[config.mk]
export PLATFORM = sky130hd
export DESIGN_NAME = multi_channel_timeout_timer_bank
export DESIGN_NICKNAME = d
export VERILOG_FILES = /design/src/hw/rtl/tmrb_pkg.sv /design/src/hw/rtl/multi_channel_timeout_timer_bank.sv /design/src/hw/rtl/tmrb_chan.sv
export SDC_FILE = /design/constraint.sdc
export NUM_CORES = 1
export LEC_CHECK = 0
export ABC_AREA = 0
export BUFFER_PORTS_ARGS = -buffer_cell sky130_fd_sc_hd__buf_2
export CORE_ASPECT_RATIO = 0.8
export CORE_MARGIN = 1.5
export CORE_UTILIZATION = 23
export DETAILED_ROUTE_END_ITERATION = 10
export GPL_TIMING_DRIVEN = 0
export PLACE_DENSITY = 0.46
export RECOVER_POWER = 25
export SYNTH_ARGS = -nofsm -noshare
export SYNTH_HDL_FRONTEND = slang
export SYNTH_SLANG_ARGS = --single-unit
[constraint.sdc]
create_clock -name clk -period 2.55 [get_ports clk]
set_input_delay 0.255 -clock clk [delete_from_list [all_inputs] [get_ports clk]]
set_output_delay 0.255 -clock clk [all_outputs]
set_load 0.02 [all_outputs]
[src/hw/rtl/tmrb_pkg.sv]
// ----------------------------------------------------------------------------
// Timer bank package
// Operation codes, fixed field widths, register reset values and the channel
// control word shared by the timer bank modules.
// ----------------------------------------------------------------------------
`default_nettype none

package tmrb_pkg;

  localparam int OP_W       = 2;
  localparam int CHAN_W     = 2;
  localparam int TICKS_W    = 16;
  localparam int MASK_W     = 4;
  localparam int NUM_RELOAD = 4;
  localparam int CFG_IDX_W  = 2;
  localparam int CFG_DATA_W = 16;

  localparam logic [OP_W-1:0] OP_TICK  = 2'd0;
  localparam logic [OP_W-1:0] OP_START = 2'd1;
  localparam logic [OP_W-1:0] OP_STOP  = 2'd2;

  localparam logic [CFG_DATA_W-1:0] RELOAD_RESET [NUM_RELOAD] = '{
    16'd100, 16'd100, 16'd500, 16'd0
  };

  typedef struct packed {
    logic tick;
    logic start;
    logic stop;
  } chan_ctrl_t;

endpackage

`default_nettype wire

[src/hw/rtl/multi_channel_timeout_timer_bank.sv]
// ----------------------------------------------------------------------------
// Multi-channel timeout timer bank
// Bank of down-counting timeout channels with per-channel auto-reload.
// ----------------------------------------------------------------------------
// Each input word is a tick, a start of one channel with a timeout, or a stop
// of one channel. Every input word yields exactly one output word carrying the
// mask of channels that expired on that tick and the mask of channels still
// running afterwards. Only channels 0 to 3 appear in the masks.
// Both channels use valid/ready. A word is held in an input register, then
// applied to all channel counters in parallel while the result is captured in
// the output register, which drives out_valid, and one word per cycle is
// sustained while out_ready stays high.
// When the receiver stalls, the output register holds its word and the input
// register can still take one more word; in_ready falls only when both are
// full and out_ready is low.
// Reset clears all counters to idle, empties both registers and loads the
// reload registers with 100, 100, 500 and 0. The user writes them through
// the cfg port only while the bank is idle; the bank does not enforce it.
// ----------------------------------------------------------------------------
`default_nettype none

module multi_channel_timeout_timer_bank #(
  parameter int NUM_CHANNELS = 4,
  parameter int COUNT_BITS   = 16
) (
  input  wire                                 clk,
  input  wire                                 rst_n,
  input  wire                                 in_valid,
  output logic                                in_ready,
  input  wire  [tmrb_pkg::OP_W-1:0]           in_operation,
  input  wire  [tmrb_pkg::CHAN_W-1:0]         in_channel,
  input  wire  [tmrb_pkg::TICKS_W-1:0]        in_timeout_ticks,
  output logic                                out_valid,
  input  wire                                 out_ready,
  output logic [tmrb_pkg::MASK_W-1:0]         out_expired_mask,
  output logic [tmrb_pkg::MASK_W-1:0]         out_running_mask,
  input  wire                                 cfg_wr_en,
  input  wire  [tmrb_pkg::CFG_IDX_W-1:0]      cfg_index,
  input  wire  [tmrb_pkg::CFG_DATA_W-1:0]     cfg_wdata
);

  import tmrb_pkg::*;

  localparam int MASK_CH = (NUM_CHANNELS < MASK_W) ? NUM_CHANNELS : MASK_W;

  logic                  in_vld_r;
  logic [OP_W-1:0]       op_r;
  logic [CHAN_W-1:0]     ch_r;
  logic [TICKS_W-1:0]    ticks_r;
  logic                  out_vld_r;
  logic [MASK_W-1:0]     exp_mask_r;
  logic [MASK_W-1:0]     run_mask_r;
  logic [CFG_DATA_W-1:0] reload_r [NUM_RELOAD];

  logic                    adv;
  logic                    is_tick;
  logic                    is_start;
  logic                    is_stop;
  logic [COUNT_BITS-1:0]   load_val;
  logic [NUM_CHANNELS-1:0] exp_v;
  logic [NUM_CHANNELS-1:0] run_v;

  assign adv      = in_vld_r && (!out_vld_r || out_ready);
  assign in_ready = !in_vld_r || adv;
  assign is_tick  = adv && (op_r == OP_TICK);
  assign is_start = adv && (op_r == OP_START);
  assign is_stop  = adv && (op_r == OP_STOP);
  assign load_val = COUNT_BITS'(ticks_r);

  for (genvar i = 0; i < NUM_CHANNELS; i++) begin : g_chan
    chan_ctrl_t            ctrl;
    logic                  sel;
    logic [COUNT_BITS-1:0] reload_val;

    assign sel        = (32'(ch_r) == i);
    assign ctrl.tick  = is_tick;
    assign ctrl.start = is_start && sel;
    assign ctrl.stop  = is_stop && sel;

    if (i < NUM_RELOAD) begin : g_rld
      assign reload_val = COUNT_BITS'(reload_r[i]);
    end else begin : g_norld
      assign reload_val = '0;
    end

    tmrb_chan #(
      .COUNT_BITS (COUNT_BITS)
    ) u_chan (
      .clk        (clk),
      .rst_n      (rst_n),
      .ctrl       (ctrl),
      .load_val   (load_val),
      .reload_val (reload_val),
      .expired    (exp_v[i]),
      .running    (run_v[i])
    );
  end

  always_ff @(posedge clk) begin
    if (!rst_n) begin
      for (int k = 0; k < NUM_RELOAD; k++) begin
        reload_r[k] <= RELOAD_RESET[k];
      end
    end else if (cfg_wr_en) begin
      reload_r[cfg_index] <= cfg_wdata;
    end
  end

  always_ff @(posedge clk) begin
    if (!rst_n) begin
      in_vld_r <= 1'b0;
    end else if (in_ready) begin
      in_vld_r <= in_valid;
    end
  end

  always_ff @(posedge clk) begin
    if (in_ready && in_valid) begin
      op_r    <= in_operation;
      ch_r    <= in_channel;
      ticks_r <= in_timeout_ticks;
    end
  end

  always_ff @(posedge clk) begin
    if (!rst_n) begin
      out_vld_r <= 1'b0;
    end else if (adv) begin
      out_vld_r <= 1'b1;
    end else if (out_ready) begin
      out_vld_r <= 1'b0;
    end
  end

  always_ff @(posedge clk) begin
    if (adv) begin
      exp_mask_r <= MASK_W'(exp_v[MASK_CH-1:0]);
      run_mask_r <= MASK_W'(run_v[MASK_CH-1:0]);
    end
  end

  assign out_valid        = out_vld_r;
  assign out_expired_mask = exp_mask_r;
  assign out_running_mask = run_mask_r;

  // The input side only stalls when both registers hold a word and the
  // receiver is not taking one.
  assert property (@(posedge clk) disable iff (!rst_n)
    !in_ready |-> (in_vld_r && out_vld_r && !out_ready))
    else $error("input stalled without a full pipeline");

  // A word moving forward always lands in the output register.
  assert property (@(posedge clk) disable iff (!rst_n)
    adv |=> out_vld_r)
    else $error("advanced word lost");

  // Only a tick can report expired channels.
  assert property (@(posedge clk) disable iff (!rst_n)
    (adv && (op_r != OP_TICK)) |=> (out_expired_mask == '0))
    else $error("expiry reported on a non-tick word");

  // An expired channel never appears on a word that was not advanced.
  assert property (@(posedge clk) disable iff (!rst_n)
    (exp_v != '0) |-> adv)
    else $error("channel expired without a tick being applied");

endmodule

`default_nettype wire

[src/hw/rtl/tmrb_chan.sv]
// ----------------------------------------------------------------------------
// Timer bank channel
// One down-counting channel with auto-reload, start and stop.
// ----------------------------------------------------------------------------
`default_nettype none

module tmrb_chan #(
  parameter int COUNT_BITS = 16
) (
  input  wire                     clk,
  input  wire                     rst_n,
  input  tmrb_pkg::chan_ctrl_t    ctrl,
  input  wire  [COUNT_BITS-1:0]   load_val,
  input  wire  [COUNT_BITS-1:0]   reload_val,
  output logic                    expired,
  output logic                    running
);

  localparam logic [COUNT_BITS-1:0] ONE = {{(COUNT_BITS-1){1'b0}}, 1'b1};

  logic [COUNT_BITS-1:0] cnt_r;
  logic [COUNT_BITS-1:0] cnt_nxt;

  always_comb begin
    cnt_nxt = cnt_r;
    priority if (ctrl.tick) begin
      if (cnt_r != '0) begin
        if (cnt_r == ONE) begin
          cnt_nxt = reload_val;
        end else begin
          cnt_nxt = cnt_r - ONE;
        end
      end
    end else if (ctrl.start) begin
      cnt_nxt = load_val;
    end else if (ctrl.stop) begin
      cnt_nxt = '0;
    end else begin
      cnt_nxt = cnt_r;
    end
  end

  assign expired = ctrl.tick && (cnt_r == ONE);
  assign running = (cnt_nxt != '0);

  always_ff @(posedge clk) begin
    if (!rst_n) begin
      cnt_r <= '0;
    end else begin
      cnt_r <= cnt_nxt;
    end
  end

endmodule

`default_nettype wire
# Yosys cells after proc, flatten, opt, wreduce, memory -nomap -nowiden

Memories as Yosys holds them, arrays and structs flattened.
Cells that the tools add are included.

$add $sub $neg: 4
Equality and inequality tests: 9
Multiplexer cells: 29
Reductions and logical operators: 33

Operators with widths:

| kind                  | number |
|---|---|
| $mux 16               | 21 |
| $reduce_bool 16->1    | 8 |
| $eq 16x1->1 const B   | 4 |
| $sub 16x1->16 const B | 4 |
| $logic_and 1x1->1     | 17 |
| $reduce_or 16->1      | 1 |
| $mux 1                | 7 |
| $eq 2x2->1 const B    | 3 |
| $eq 2x1->1 const B    | 2 |
| $logic_not 2->1       | 2 |
| $logic_not 1->1       | 2 |
| $logic_or 1x1->1      | 2 |
| $mux 2                | 1 |
| $reduce_bool 2->1     | 1 |

Register bits after elaboration: 94
RAM bits: 64
Bits of input ports: 43
Output and inout port bits: 10
Memories kept: 1

Memory list:

| memory   | words | bits a word | read ports | clocked after memory_dff | write ports | RTL line                               | text |
|---|---|---|---|---|---|---|---|
| reload_r | 4     | 16          | 4          | 0                        | 4           | multi_channel_timeout_timer_bank.sv:53 | `logic [CFG_DATA_W-1:0] reload_r [NUM_RELOAD];` |

# Longest topological paths before layout

Gate-level depths: netlist (run 1).

Depth in word-level cells: 9
Mapped depth: 11

# Cells and area by module

From an unflattened synthesis (run 1), not the netlist that was laid out.

Cells, all modules: 912
Area total of the unflattened synthesis: 8878.5 sq um

Modules (own cells, without submodules):

| module                            | instances | cells an instance | area each (sq um) |
|---|---|---|---|
| tmrb_chan at g_chan[1].u_chan ... | 3         | 178               | 1332.5 |
| multi_channel_timeout_timer_bank  | 1         | 196               | 3474.6 |
| tmrb_chan at g_chan[0].u_chan     | 1         | 182               | 1406.3 |

# Worst setup path after synthesis (run 1)

Ideal clock, no wire load.

Path kind: register -> register
Start point: register g_chan[1].u_chan.cnt_r[0]
End point: register run_mask_r[1] (netlist: out_running_mask[1]) (data pin)
Setup time: 265 ps
Arrival: 2540 ps
Required time: 2285 ps
Slack: -255 ps
Cell stages (with the launch flop): 10
Clock period less this slack: 2805 ps
Path through: dfxtp_1 -> inv_1 -> ha_1 -> or3b_2 -> nor3_1 -> xnor2_1 -> a211oi_1 -> a221oi_1 -> or4b_1 -> or3_1

Longest elaborated chain between the ends: 5
Elaborated cells on any way between the ends: 9
Classes of those cells: add/sub (1); eq/ne (1); mux (5); reduce/logical (2)

Ends and longest elaborated chain:

| what                                                | RTL line                                | text |
|---|---|---|
| from (decl)                                         | tmrb_chan.sv:21                         | `logic [COUNT_BITS-1:0] cnt_r;` |
| from (signal assigned)                              | tmrb_chan.sv:50                         | `cnt_r <= cnt_nxt;` |
| $sub 16x1->16 / $eq 16x1->1 (equally long branches) | tmrb_chan.sv:31, tmrb_chan.sv:28        |  |
| $mux 16                                             | tmrb_chan.sv:28                         | `if (cnt_r == ONE) begin` |
| $mux 16                                             | tmrb_chan.sv:27                         | `if (cnt_r != '0) begin` |
| $mux 16 *                                           | tmrb_chan.sv:26                         | `priority if (ctrl.tick) begin` |
| $reduce_bool 16->1 *                                | tmrb_chan.sv:44                         | `assign running = (cnt_nxt != '0);` |
| net g_chan[1].u_chan.running                        | tmrb_chan.sv:16                         | `output logic running` |
| to (signal assigned)                                | multi_channel_timeout_timer_bank.sv:138 | `run_mask_r <= MASK_W'(run_v[MASK_CH-1:0]);` |
| to (decl)                                           | multi_channel_timeout_timer_bank.sv:52  | `logic [MASK_W-1:0] run_mask_r;` |

Mark *: on every way through the listed nets, which the timed path passes. The rest lies on a longest branch.
A chain may end at the register's enable or synchronous reset.

# Worst setup path after layout (run 1)

Start point: register g_chan[0].u_chan.cnt_r[8]
End point: register run_mask_r[0] (netlist: out_running_mask[0]) (data pin)

Longest elaborated chain between the ends: 5
Elaborated cells on any way between the ends: 9
Classes of those cells: add/sub (1); eq/ne (1); mux (5); reduce/logical (2)

Ends and longest elaborated chain:

| what                                                | RTL line |
|---|---|
| from (decl)                                         | tmrb_chan.sv:21 |
| from (signal assigned)                              | tmrb_chan.sv:50 |
| $sub 16x1->16 / $eq 16x1->1 (equally long branches) | tmrb_chan.sv:31, tmrb_chan.sv:28 |
| $mux 16                                             | tmrb_chan.sv:28 |
| $mux 16                                             | tmrb_chan.sv:27 |
| $mux 16 *                                           | tmrb_chan.sv:26 |
| $reduce_bool 16->1 *                                | tmrb_chan.sv:44 |
| net g_chan[0].u_chan.running                        | tmrb_chan.sv:16 |

Marks and branches as above.

==> impl_results.html, run 1 <==
<table>
<tr><th>Metric</th><th>Value</th></tr>
<tr><th colspan="2">Place</th></tr>
<tr><td>Placer's final routability congestion estimate</td><td>0.9222</td></tr>
<tr><td>Placed cell count</td><td>1498</td></tr>
<tr><td>Count of input and output buffers</td><td>52</td></tr>
<tr><td>Post-place setup slack</td><td>-1517 ps</td></tr>
<tr><td>Placed wire-length estimate after detailed placement</td><td>26800 microns</td></tr>
<tr><th colspan="2">Synth</th></tr>
<tr><td>Average footprint of a synthesized cell</td><td>around 9.5 sq um</td></tr>
<tr><td>Synth Cell Area</td><td>between 8000 and 9000 sq um</td></tr>
<tr><td>Top flip-flop cell by instance count after synthesis</td><td>sky130_fd_sc_hd__edfxtp_1</td></tr>
<tr><td>Post-synthesis register bit count</td><td>158</td></tr>
<tr><td>Synthesized net count</td><td>roughly 1000</td></tr>
<tr><td>Fraction of synthesis flops using an asynchronous set or reset pin</td><td>0%</td></tr>
<tr><td>Synth warnings</td><td>0</td></tr>
<tr><td>Post-Synthesis Cells</td><td>between 900 and 1000</td></tr>
<tr><td>Sequential fraction of the synthesis area</td><td>a little under half</td></tr>
<tr><td>Number of flops mapped to enable cells by yosys</td><td>92</td></tr>
<tr><td>Unique cell type count in the Yosys netlist</td><td>slightly below 80</td></tr>
<tr><th colspan="2">Worst setup path</th></tr>
<tr><td>Endpoint required time on the critical path</td><td>around 2700 ps</td></tr>
<tr><td>Slack of the worst reg-to-reg path</td><td>-310 ps</td></tr>
<tr><td>Endpoint class of the critical path</td><td>flip-flop</td></tr>
<tr><td>R2r endpoint</td><td>out_running_mask[0]</td></tr>
<tr><td>Worst EP arrival</td><td>roughly 3100 ps</td></tr>
<tr><td>Largest fanout on the critical path</td><td>8</td></tr>
<tr><td>Startpoint of the most critical register-to-register path</td><td>g_chan[0].u_chan.cnt_r[8]</td></tr>
<tr><td>Path depth of the worst reg2reg path</td><td>8</td></tr>
<tr><td>Element type at the critical path start</td><td>flip-flop</td></tr>
<tr><td>Worst setup path category</td><td>reg -&gt; reg</td></tr>
<tr><th colspan="2">Job</th></tr>
<tr><td>Number of maximum-capacitance violations</td><td>0</td></tr>
<tr><th colspan="2">Route</th></tr>
<tr><td>Iteration count of the initial detailed-routing pass</td><td>6</td></tr>
<tr><td>Final wirelength</td><td>38670 microns</td></tr>
<tr><td>Remaining DRCs</td><td>0</td></tr>
<tr><td>Antenna Violating Nets Remaining</td><td>0</td></tr>
<tr><td>Detailed-route vias per instance</td><td>approximately 5.5</td></tr>
<tr><td>Routed wirelength normalized by instance count</td><td>23.92 microns</td></tr>
<tr><td>Total vias in the final route</td><td>between 8000 and 9000</td></tr>
<tr><td>Detailed Route Iter0 Violations</td><td>940</td></tr>
<tr><th colspan="2">STA</th></tr>
<tr><td>Min cycle time layout</td><td>roughly 2900 ps</td></tr>
<tr><td>Worst hold margin</td><td>61.92 ps</td></tr>
<tr><td>Sum of negative setup slack</td><td>-1126 ps</td></tr>
<tr><td>Worst setup slack after layout</td><td>-313.0 ps</td></tr>
<tr><td>Fmax</td><td>349.3 MHz</td></tr>
<tr><td>Tightest slew margin relative to the limit</td><td>around 15%</td></tr>
<tr><td>Pins over their slew limit</td><td>0</td></tr>
<tr><td>Clock Skews</td><td>7.233 ps</td></tr>
<tr><td>Transition time at the pin with the least slew margin</td><td>roughly 1300 ps</td></tr>
<tr><td>Final worst-path cycle share</td><td>112.3%</td></tr>
<tr><td>Total count of hold-check failures in the final report</td><td>0</td></tr>
<tr><td>Final setup vio count</td><td>4</td></tr>
<tr><td>Setup repair after global routing missed its margin</td><td>true</td></tr>
<tr><th colspan="2">Clock tree</th></tr>
<tr><td>H-Tree Level Count</td><td>4</td></tr>
<tr><td>Clock Latency Late Sink</td><td>450 ps</td></tr>
<tr><td>Clock tree sinks</td><td>158</td></tr>
<tr><td>Max clock buf depth</td><td>2</td></tr>
<tr><td>CTS tree</td><td>done</td></tr>
<tr><td>Clock-pin slew on the worst setup and hold paths</td><td>roughly 70 ps</td></tr>
<tr><td>Root Driver</td><td>sky130_fd_sc_hd__clkbuf_16</td></tr>
<tr><td>Number of clock buffers inserted by TritonCTS</td><td>17</td></tr>
<tr><th colspan="2">Power</th></tr>
<tr><td>Max rail drop VDD</td><td>between 0.4 and 0.5 mV</td></tr>
<tr><td>Leakage</td><td>around 0.0045 uW</td></tr>
<tr><td>Power density normalized to cell area</td><td>approximately 630 nW/um^2</td></tr>
<tr><td>Power after layout</td><td>approximately 7700 uW</td></tr>
<tr><th colspan="2">Floorplan</th></tr>
<tr><td>Total die area</td><td>~40000 sq um</td></tr>
<tr><td>I/O pin count</td><td>53</td></tr>
<tr><td>Placeable core area</td><td>~38000 sq um</td></tr>
<tr><td>Vertical die dimension</td><td>~180 microns</td></tr>
<tr><td>Effective utilization at floorplan</td><td>a little under a quarter</td></tr>
<tr><td>Die width</td><td>between 200 and 250 microns</td></tr>
<tr><td>Count of standard-cell rows</td><td>between 60 and 70</td></tr>
<tr><th colspan="2">Global route</th></tr>
<tr><td>Number of global-route vias before repair</td><td>between 8000 and 9000</td></tr>
<tr><td>Largest net degree at the start of global routing</td><td>21</td></tr>
<tr><td>GRT Resource Usage Total</td><td>18.73%</td></tr>
<tr><td>Global-route wire length before repair</td><td>roughly 55000 microns</td></tr>
<tr><td>GRT overflow</td><td>0</td></tr>
<tr><td>Antenna violations before repair</td><td>1</td></tr>
<tr><th colspan="2">Layout</th></tr>
<tr><td>Area of combinational cells with multiple inputs</td><td>between 5000 and 6000 sq um</td></tr>
<tr><td>Final standard cell count with taps included and fillers excluded</td><td>about 1600</td></tr>
<tr><td>Number of diodes</td><td>0</td></tr>
<tr><td>Most frequent standard cell in the layout excluding fill and tap cells</td><td>sky130_fd_sc_hd__edfxtp_1</td></tr>
<tr><td>Synth-to-layout area growth</td><td>35.31%</td></tr>
<tr><td>Share of cells above drive strength 1</td><td>between 20 and 30%</td></tr>
<tr><td>Sequential cell area</td><td>slightly above 4000 sq um</td></tr>
<tr><td>Number of nets in the final layout</td><td>around 1200</td></tr>
<tr><td>Fill cell total of the finished layout</td><td>between 3000 and 4000</td></tr>
<tr><td>Most frequent cells in the layout</td><td>92 x sky130_fd_sc_hd__edfxtp_1, 81 x sky130_fd_sc_hd__buf_4, 78 x sky130_fd_sc_hd__nor2_1</td></tr>
<tr><th colspan="2">Outcome</th></tr>
<tr><td>Outcome</td><td>finished, violations left</td></tr>
<tr><td>Violations in the final reports</td><td>negative setup slack</td></tr>
<tr><th colspan="2">Min path</th></tr>
<tr><td>Hold crit path type</td><td>in -&gt; reg</td></tr>
<tr><td>Source of the worst hold timing path</td><td>in_operation[1]</td></tr>
<tr><td>Hold Path End</td><td>op_r[1]</td></tr>
<tr><td>Cells on Worst Hold Path</td><td>1</td></tr>
</table>
## registers in the layout, indices dropped and copies added, names as in the netlist
register	cells
g_chan.u_chan.cnt_r	64
reload_r	64
load_val	16
out_expired_mask	4
out_running_mask	4
ch_r	2
op_r	2
in_vld_r	1
out_valid	1
## metal layers
layer / global-route usage [%] / vias to the layer above / share of wire [%]
met1: 28.25 / 4398 / 47
met4: 5.189 / 0 / 2.4
met3: 4.528 / 58 / 11
met2: 26.06 / 492 / 41
met5: 0 / - / 0
li1: - / 3983 / -
## worst max-delay path, stage by stage, from the launching register on
cell and delay [ps]:
sky130_fd_sc_hd__dfxtp_1 300, sky130_fd_sc_hd__buf_6 130, sky130_fd_sc_hd__or4_4 540, sky130_fd_sc_hd__o41a_1 440, sky130_fd_sc_hd__nor3_2 200, sky130_fd_sc_hd__o31ai_2 110, sky130_fd_sc_hd__nor4_2 190, sky130_fd_sc_hd__nand4_1 140
sky130_fd_sc_hd__or4_4 550
## how the worst max path moves through the flow
| stage | startpoint | to | slack [ps] |
|---|---|---|---|
| after global placement | op_r[0] | out_running_mask[2] | -1560 |
| after CTS | g_chan[0].u_chan.cnt_r[8] | out_running_mask[0] | -290 |
| after detailed placement | op_r[0] | out_running_mask[2] | -1520 |
| final | g_chan[0].u_chan.cnt_r[8] | out_running_mask[0] | -310 |
| after global routing | g_chan[0].u_chan.cnt_r[8] | out_running_mask[0] | -400 |
| after floorplan | g_chan[0].u_chan.cnt_r[8] | out_running_mask[0] | -130 |
## power breakdown
part	internal [uW]	switching, uW
Clock	1440	1130
Sequential	2870	200
Combinational	885	1130
## final cells by class
class                   count  area share [%]
multi-input cells         712           43.94
flip-flops and latches    158           33.82
repair buffers            151           8.725
well taps                 495           5.093
clock buffers              19           3.560
plain buffers              49           3.066
clock inverters            13           1.132
inverters                  20          0.6585
## per-stage QoR
| step | util, % | area, sq um |
|---|---|---|
| 2_1_floorplan | - | 9117 |
| 3_3_place_gp | 26.06 | 9997 |
| 3_5_place_dp | 26.06 | 9997 |
| 4_1_cts | 30.54 | 11710 |
| 5_1_grt | 31.70 | 12160 |
| 6_report | 31.70 | 12160 |
## synthesized netlist by cell type (5+ instances only)
library cell / number / area (sq um)
sky130_fd_sc_hd__nand2_1: 44 / 165.2
sky130_fd_sc_hd__a22oi_1: 28 / 210.2
sky130_fd_sc_hd__ha_1: 8 / 100.1
sky130_fd_sc_hd__o211ai_1: 15 / 112.6
sky130_fd_sc_hd__a21o_1: 5 / 37.54
sky130_fd_sc_hd__and2_1: 73 / 456.7
sky130_fd_sc_hd__edfxtp_1: 92 / 2763
sky130_fd_sc_hd__or3_1: 18 / 112.6
sky130_fd_sc_hd__and4_1: 6 / 52.55
sky130_fd_sc_hd__or4_1: 14 / 105.1
sky130_fd_sc_hd__xor2_1: 13 / 113.9
sky130_fd_sc_hd__nor4_1: 31 / 193.9
sky130_fd_sc_hd__nand3_1: 16 / 80.08
sky130_fd_sc_hd__and3_1: 24 / 150.1
sky130_fd_sc_hd__nor3b_1: 7 / 52.55
sky130_fd_sc_hd__o31a_1: 5 / 43.79
sky130_fd_sc_hd__o32a_1: 6 / 60.06
sky130_fd_sc_hd__nor4_2: 7 / 87.58
sky130_fd_sc_hd__o21ai_0: 26 / 130.1
sky130_fd_sc_hd__xnor2_1: 10 / 87.58
sky130_fd_sc_hd__a22o_1: 5 / 43.79
sky130_fd_sc_hd__inv_1: 19 / 71.32
sky130_fd_sc_hd__nor3_1: 33 / 165.2
sky130_fd_sc_hd__a31oi_1: 10 / 62.56
sky130_fd_sc_hd__nor2_1: 83 / 311.6
sky130_fd_sc_hd__a21oi_1: 49 / 245.2
sky130_fd_sc_hd__dfxtp_1: 66 / 1321
sky130_fd_sc_hd__a211oi_1: 19 / 142.6
sky130_fd_sc_hd__nand2b_1: 20 / 125.1
sky130_fd_sc_hd__a221oi_1: 7 / 61.31
sky130_fd_sc_hd__buf_1: 5 / 18.77
sky130_fd_sc_hd__nand4_1: 24 / 150.1
sky130_fd_sc_hd__o31ai_1: 13 / 97.59
sky130_fd_sc_hd__mux2i_1: 5 / 50.05
sky130_fd_sc_hd__buf_2: 8 / 40.04
sky130_fd_sc_hd__clkbuf_1: 44 / 165.2
sky130_fd_sc_hd__nor2b_1: 8 / 50.05
## what timing repair did
| item | 4_1_cts | 5_1_grt |
|---|---|---|
| endpoints found under the hold margin | 18 | 0 |
| pin swaps | 37 | 29 |
| resized for setup | 143 | 69 |
| setup endpoints to repair | 61 | 23 |
| buffers inserted | 54 | 27 |
| hold buffers | 18 | 0 |
## logic make-up (layout without fill, tap and decap cells)
group / Yosys count / in the layout / share of synthesized area, %
buffers and inverters: 81 / 252 / 3.787
adders and majority gates: 10 / 10 / 1.337
xor gates and xnor gates: 23 / 23 / 2.241
and+or+nand+nor: 431 / 431 / 27.43
AOI/OAI and AO/OA: 243 / 243 / 19.21
DFF: 158 / 158 / 45.44
muxes: 5 / 5 / 0.5569
No activity file was read; power rests on OpenSTA's default activity.
==> inputs of run 2 (changes only) <==
CORE_ASPECT_RATIO = unset   (was 0.8)
==> impl_results.html, run 2 (synthesized netlist as in run 1, its figures left out) <==
<table>
<tr><th>Metric</th><th>Value</th></tr>
<tr><th colspan="2">Outcome</th></tr>
<tr><td>Outcome</td><td>finished, violations left</td></tr>
<tr><td>Violations in the final reports</td><td>negative setup slack</td></tr>
<tr><th colspan="2">Layout</th></tr>
<tr><td>Synth-to-layout area growth</td><td>37.41%</td></tr>
<tr><td>Number of nets in the final layout</td><td>around 1200</td></tr>
<tr><td>Most frequent cells in the layout</td><td>92 x sky130_fd_sc_hd__buf_4, 92 x sky130_fd_sc_hd__edfxtp_1, 79 x sky130_fd_sc_hd__nor2_1</td></tr>
<tr><td>Sequential cell area</td><td>between 4000 and 5000 sq um</td></tr>
<tr><td>Area of combinational cells with multiple inputs</td><td>around 5400 sq um</td></tr>
<tr><td>Design area</td><td>12350 sq um</td></tr>
<tr><td>Number of diodes</td><td>0</td></tr>
<tr><td>Fill cell total of the finished layout</td><td>4025</td></tr>
<tr><td>Share of cells above drive strength 1</td><td>between 30% and 40%</td></tr>
<tr><th colspan="2">Clock tree</th></tr>
<tr><td>CTS tree</td><td>done</td></tr>
<tr><td>Clock Latency Late Sink</td><td>450 ps</td></tr>
<tr><td>Clock tree sinks</td><td>roughly 160</td></tr>
<tr><td>Clock-pin slew on the worst setup and hold paths</td><td>roughly 70 ps</td></tr>
<tr><td>H-Tree Level Count</td><td>4</td></tr>
<tr><td>Root Driver</td><td>sky130_fd_sc_hd__clkbuf_16</td></tr>
<tr><td>Number of clock buffers inserted by TritonCTS</td><td>17</td></tr>
<tr><td>Max clock buf depth</td><td>2</td></tr>
<tr><th colspan="2">Route</th></tr>
<tr><td>Final wirelength</td><td>approximately 38000 microns</td></tr>
<tr><td>Iteration count of the initial detailed-routing pass</td><td>6</td></tr>
<tr><td>Total vias in the final route</td><td>8974</td></tr>
<tr><td>Routed wirelength normalized by instance count</td><td>approximately 23 microns</td></tr>
<tr><td>Detailed-route vias per instance</td><td>5.432</td></tr>
<tr><td>Detailed Route Iter0 Violations</td><td>around 1100</td></tr>
<tr><td>Antenna Violating Nets Remaining</td><td>0</td></tr>
<tr><td>Remaining DRCs</td><td>0</td></tr>
<tr><th colspan="2">STA</th></tr>
<tr><td>Pins over their slew limit</td><td>0</td></tr>
<tr><td>Transition time at the pin with the least slew margin</td><td>1353 ps</td></tr>
<tr><td>Total count of hold-check failures in the final report</td><td>0</td></tr>
<tr><td>Final worst-path cycle share</td><td>117.1%</td></tr>
<tr><td>Tightest slew margin relative to the limit</td><td>under 10%</td></tr>
<tr><td>Fmax</td><td>335.0 MHz</td></tr>
<tr><td>Min cycle time layout</td><td>approximately 3000 ps</td></tr>
<tr><td>Worst setup slack after layout</td><td>-435.4 ps</td></tr>
<tr><td>Clock Skews</td><td>a little over 9 ps</td></tr>
<tr><td>Final setup vio count</td><td>4</td></tr>
<tr><td>Worst hold margin</td><td>roughly 32 ps</td></tr>
<tr><td>Sum of negative setup slack</td><td>-1064 ps</td></tr>
<tr><td>Setup repair after global routing missed its margin</td><td>true</td></tr>
<tr><th colspan="2">Min path</th></tr>
<tr><td>Cells on Worst Hold Path</td><td>1</td></tr>
<tr><td>Hold crit path type</td><td>in -&gt; reg</td></tr>
<tr><td>Hold Path End</td><td>load_val[10]</td></tr>
<tr><td>Source of the worst hold timing path</td><td>in_timeout_ticks[10]</td></tr>
<tr><th colspan="2">Job</th></tr>
<tr><td>Number of maximum-capacitance violations</td><td>0</td></tr>
<tr><th colspan="2">Place</th></tr>
<tr><td>Placer's final routability congestion estimate</td><td>0.9172</td></tr>
<tr><td>Count of input and output buffers</td><td>52</td></tr>
<tr><td>Dpl cell area</td><td>around 10000 sq um</td></tr>
<tr><td>Post-place setup slack</td><td>-1486 ps</td></tr>
<tr><td>Placed wire-length estimate after detailed placement</td><td>25580 microns</td></tr>
<tr><th colspan="2">Worst setup path</th></tr>
<tr><td>Startpoint of the most critical register-to-register path</td><td>ch_r[0]</td></tr>
<tr><td>Endpoint required time on the critical path</td><td>around 2700 ps</td></tr>
<tr><td>Worst setup path category</td><td>reg -&gt; reg</td></tr>
<tr><td>Endpoint class of the critical path</td><td>flip-flop</td></tr>
<tr><td>Element type at the critical path start</td><td>flip-flop</td></tr>
<tr><td>Worst EP arrival</td><td>roughly 3200 ps</td></tr>
<tr><td>Largest fanout on the critical path</td><td>8</td></tr>
<tr><td>Path depth of the worst reg2reg path</td><td>10</td></tr>
<tr><td>Slack of the worst reg-to-reg path</td><td>-440 ps</td></tr>
<tr><td>R2r endpoint</td><td>out_running_mask[0]</td></tr>
<tr><th colspan="2">Floorplan</th></tr>
<tr><td>Placeable core area</td><td>38560 sq um</td></tr>
<tr><td>Count of standard-cell rows</td><td>just over 70</td></tr>
<tr><td>Vertical die dimension</td><td>around 200 microns</td></tr>
<tr><td>Die width</td><td>between 200 and 250 microns</td></tr>
<tr><td>Effective utilization at floorplan</td><td>between 20% and 30%</td></tr>
<tr><td>I/O pin count</td><td>53</td></tr>
<tr><td>Total die area</td><td>~40000 sq um</td></tr>
<tr><th colspan="2">Power</th></tr>
<tr><td>Leakage</td><td>between 0.004 and 0.005 uW</td></tr>
<tr><td>Max rail drop VDD</td><td>0.4977 mV</td></tr>
<tr><td>Power density normalized to cell area</td><td>approximately 630 nW/um^2</td></tr>
<tr><th colspan="2">Global route</th></tr>
<tr><td>GRT overflow</td><td>0</td></tr>
<tr><td>Antenna violations before repair</td><td>4</td></tr>
<tr><td>GRT Resource Usage Total</td><td>between 15 and 20%</td></tr>
<tr><td>Largest net degree at the start of global routing</td><td>21</td></tr>
<tr><td>Global-route wire length before repair</td><td>around 55000 microns</td></tr>
<tr><td>Number of global-route vias before repair</td><td>8419</td></tr>
</table>
## run 2: cell types whose count changed in the layout (fill, tap and decap cells not counted), moves of 3 or more
cell | before | now
sky130_fd_sc_hd__clkinv_4 | 1 | 5
sky130_fd_sc_hd__clkbuf_2 | 6 | 3
sky130_fd_sc_hd__dfxtp_2 | 11 | 17
sky130_fd_sc_hd__clkinvlp_4 | 4 | 1
sky130_fd_sc_hd__dfxtp_1 | 51 | 43
sky130_fd_sc_hd__buf_4 | 81 | 92
sky130_fd_sc_hd__clkinv_2 | 5 | 2
## run 2: worst max path at each step
stage / startpoint / end / slack, ps / cells past startpoint
6_report: ch_r[0] / out_running_mask[0] / -440 / 10
5_1_grt: g_chan[0].u_chan.cnt_r[4] / out_running_mask[0] / -520 / 8
4_1_cts: g_chan[0].u_chan.cnt_r[8] / out_running_mask[0] / -370 / 8
3_5_place_dp: op_r[0] / out_running_mask[2] / -1490 / 9
3_3_place_gp: op_r[0] / out_running_mask[2] / -1590 / 9
2_1_floorplan: g_chan[0].u_chan.cnt_r[8] / out_running_mask[0] / -130 / 9
## run 2: what timing repair did
action / CTS / global route
pin swaps: 40 / 44
gates cloned: 0 / 0
endpoints found under the hold margin: 18 / 1
buffers inserted: 56 / 41
resized for setup: 129 / 101
hold buffers: 18 / 1
endpoints found under the setup margin: 61 / 28
## run 2: final cells by class
class | instances | area share [%]
tap | 518 | 5.248
clock buffer | 22 | 4.103
sequential | 158 | 33.42
multi-input combinational | 712 | 43.41
inverter | 20 | 0.6586
clock inverter | 10 | 0.8207
timing repair buffer | 167 | 9.564
buffer | 45 | 2.766
## run 2: worst max-delay path, cell delays in order (launching register included)
cell and delay [ps]:
sky130_fd_sc_hd__edfxtp_1 550, sky130_fd_sc_hd__buf_4 210, sky130_fd_sc_hd__nor2_2 260, sky130_fd_sc_hd__o2111ai_4 190, sky130_fd_sc_hd__buf_4 190, sky130_fd_sc_hd__buf_4 130
sky130_fd_sc_hd__a22oi_1 170, sky130_fd_sc_hd__o31ai_2 120, sky130_fd_sc_hd__nor4_2 220, sky130_fd_sc_hd__nand4_1 140, sky130_fd_sc_hd__or4_1 540
## run 2: stage by stage
step                      total power [uW]  instances  util, %
after detailed placement              4566       1521    26.00
after CTS                             7486       1616    30.33
after global placement                4584       1521    26.00
after floorplan                       4063        951        -
final                                 7754       1652    32.03
after global routing                  8022       1652    32.03
## run 2: routing by layer
metal  GRT usage [%]  vias to the layer above  wire [microns]
met2           26.30                      466           16070
met1           26.14                     4392           17320
met4           8.942                        0            1713
li1                -                     4022               -
met5               0                        -               0
met3           3.149                       94            2897
## run 2: power by group
part / internal (uW) / switching [uW] / total (uW) / leakage, uW
Sequential: 2870 / 196 / 3060 / 0.00144
Combinational: 903 / 1110 / 2010 / 0.00289
Clock: 1520 / 1150 / 2680 / 0.000301
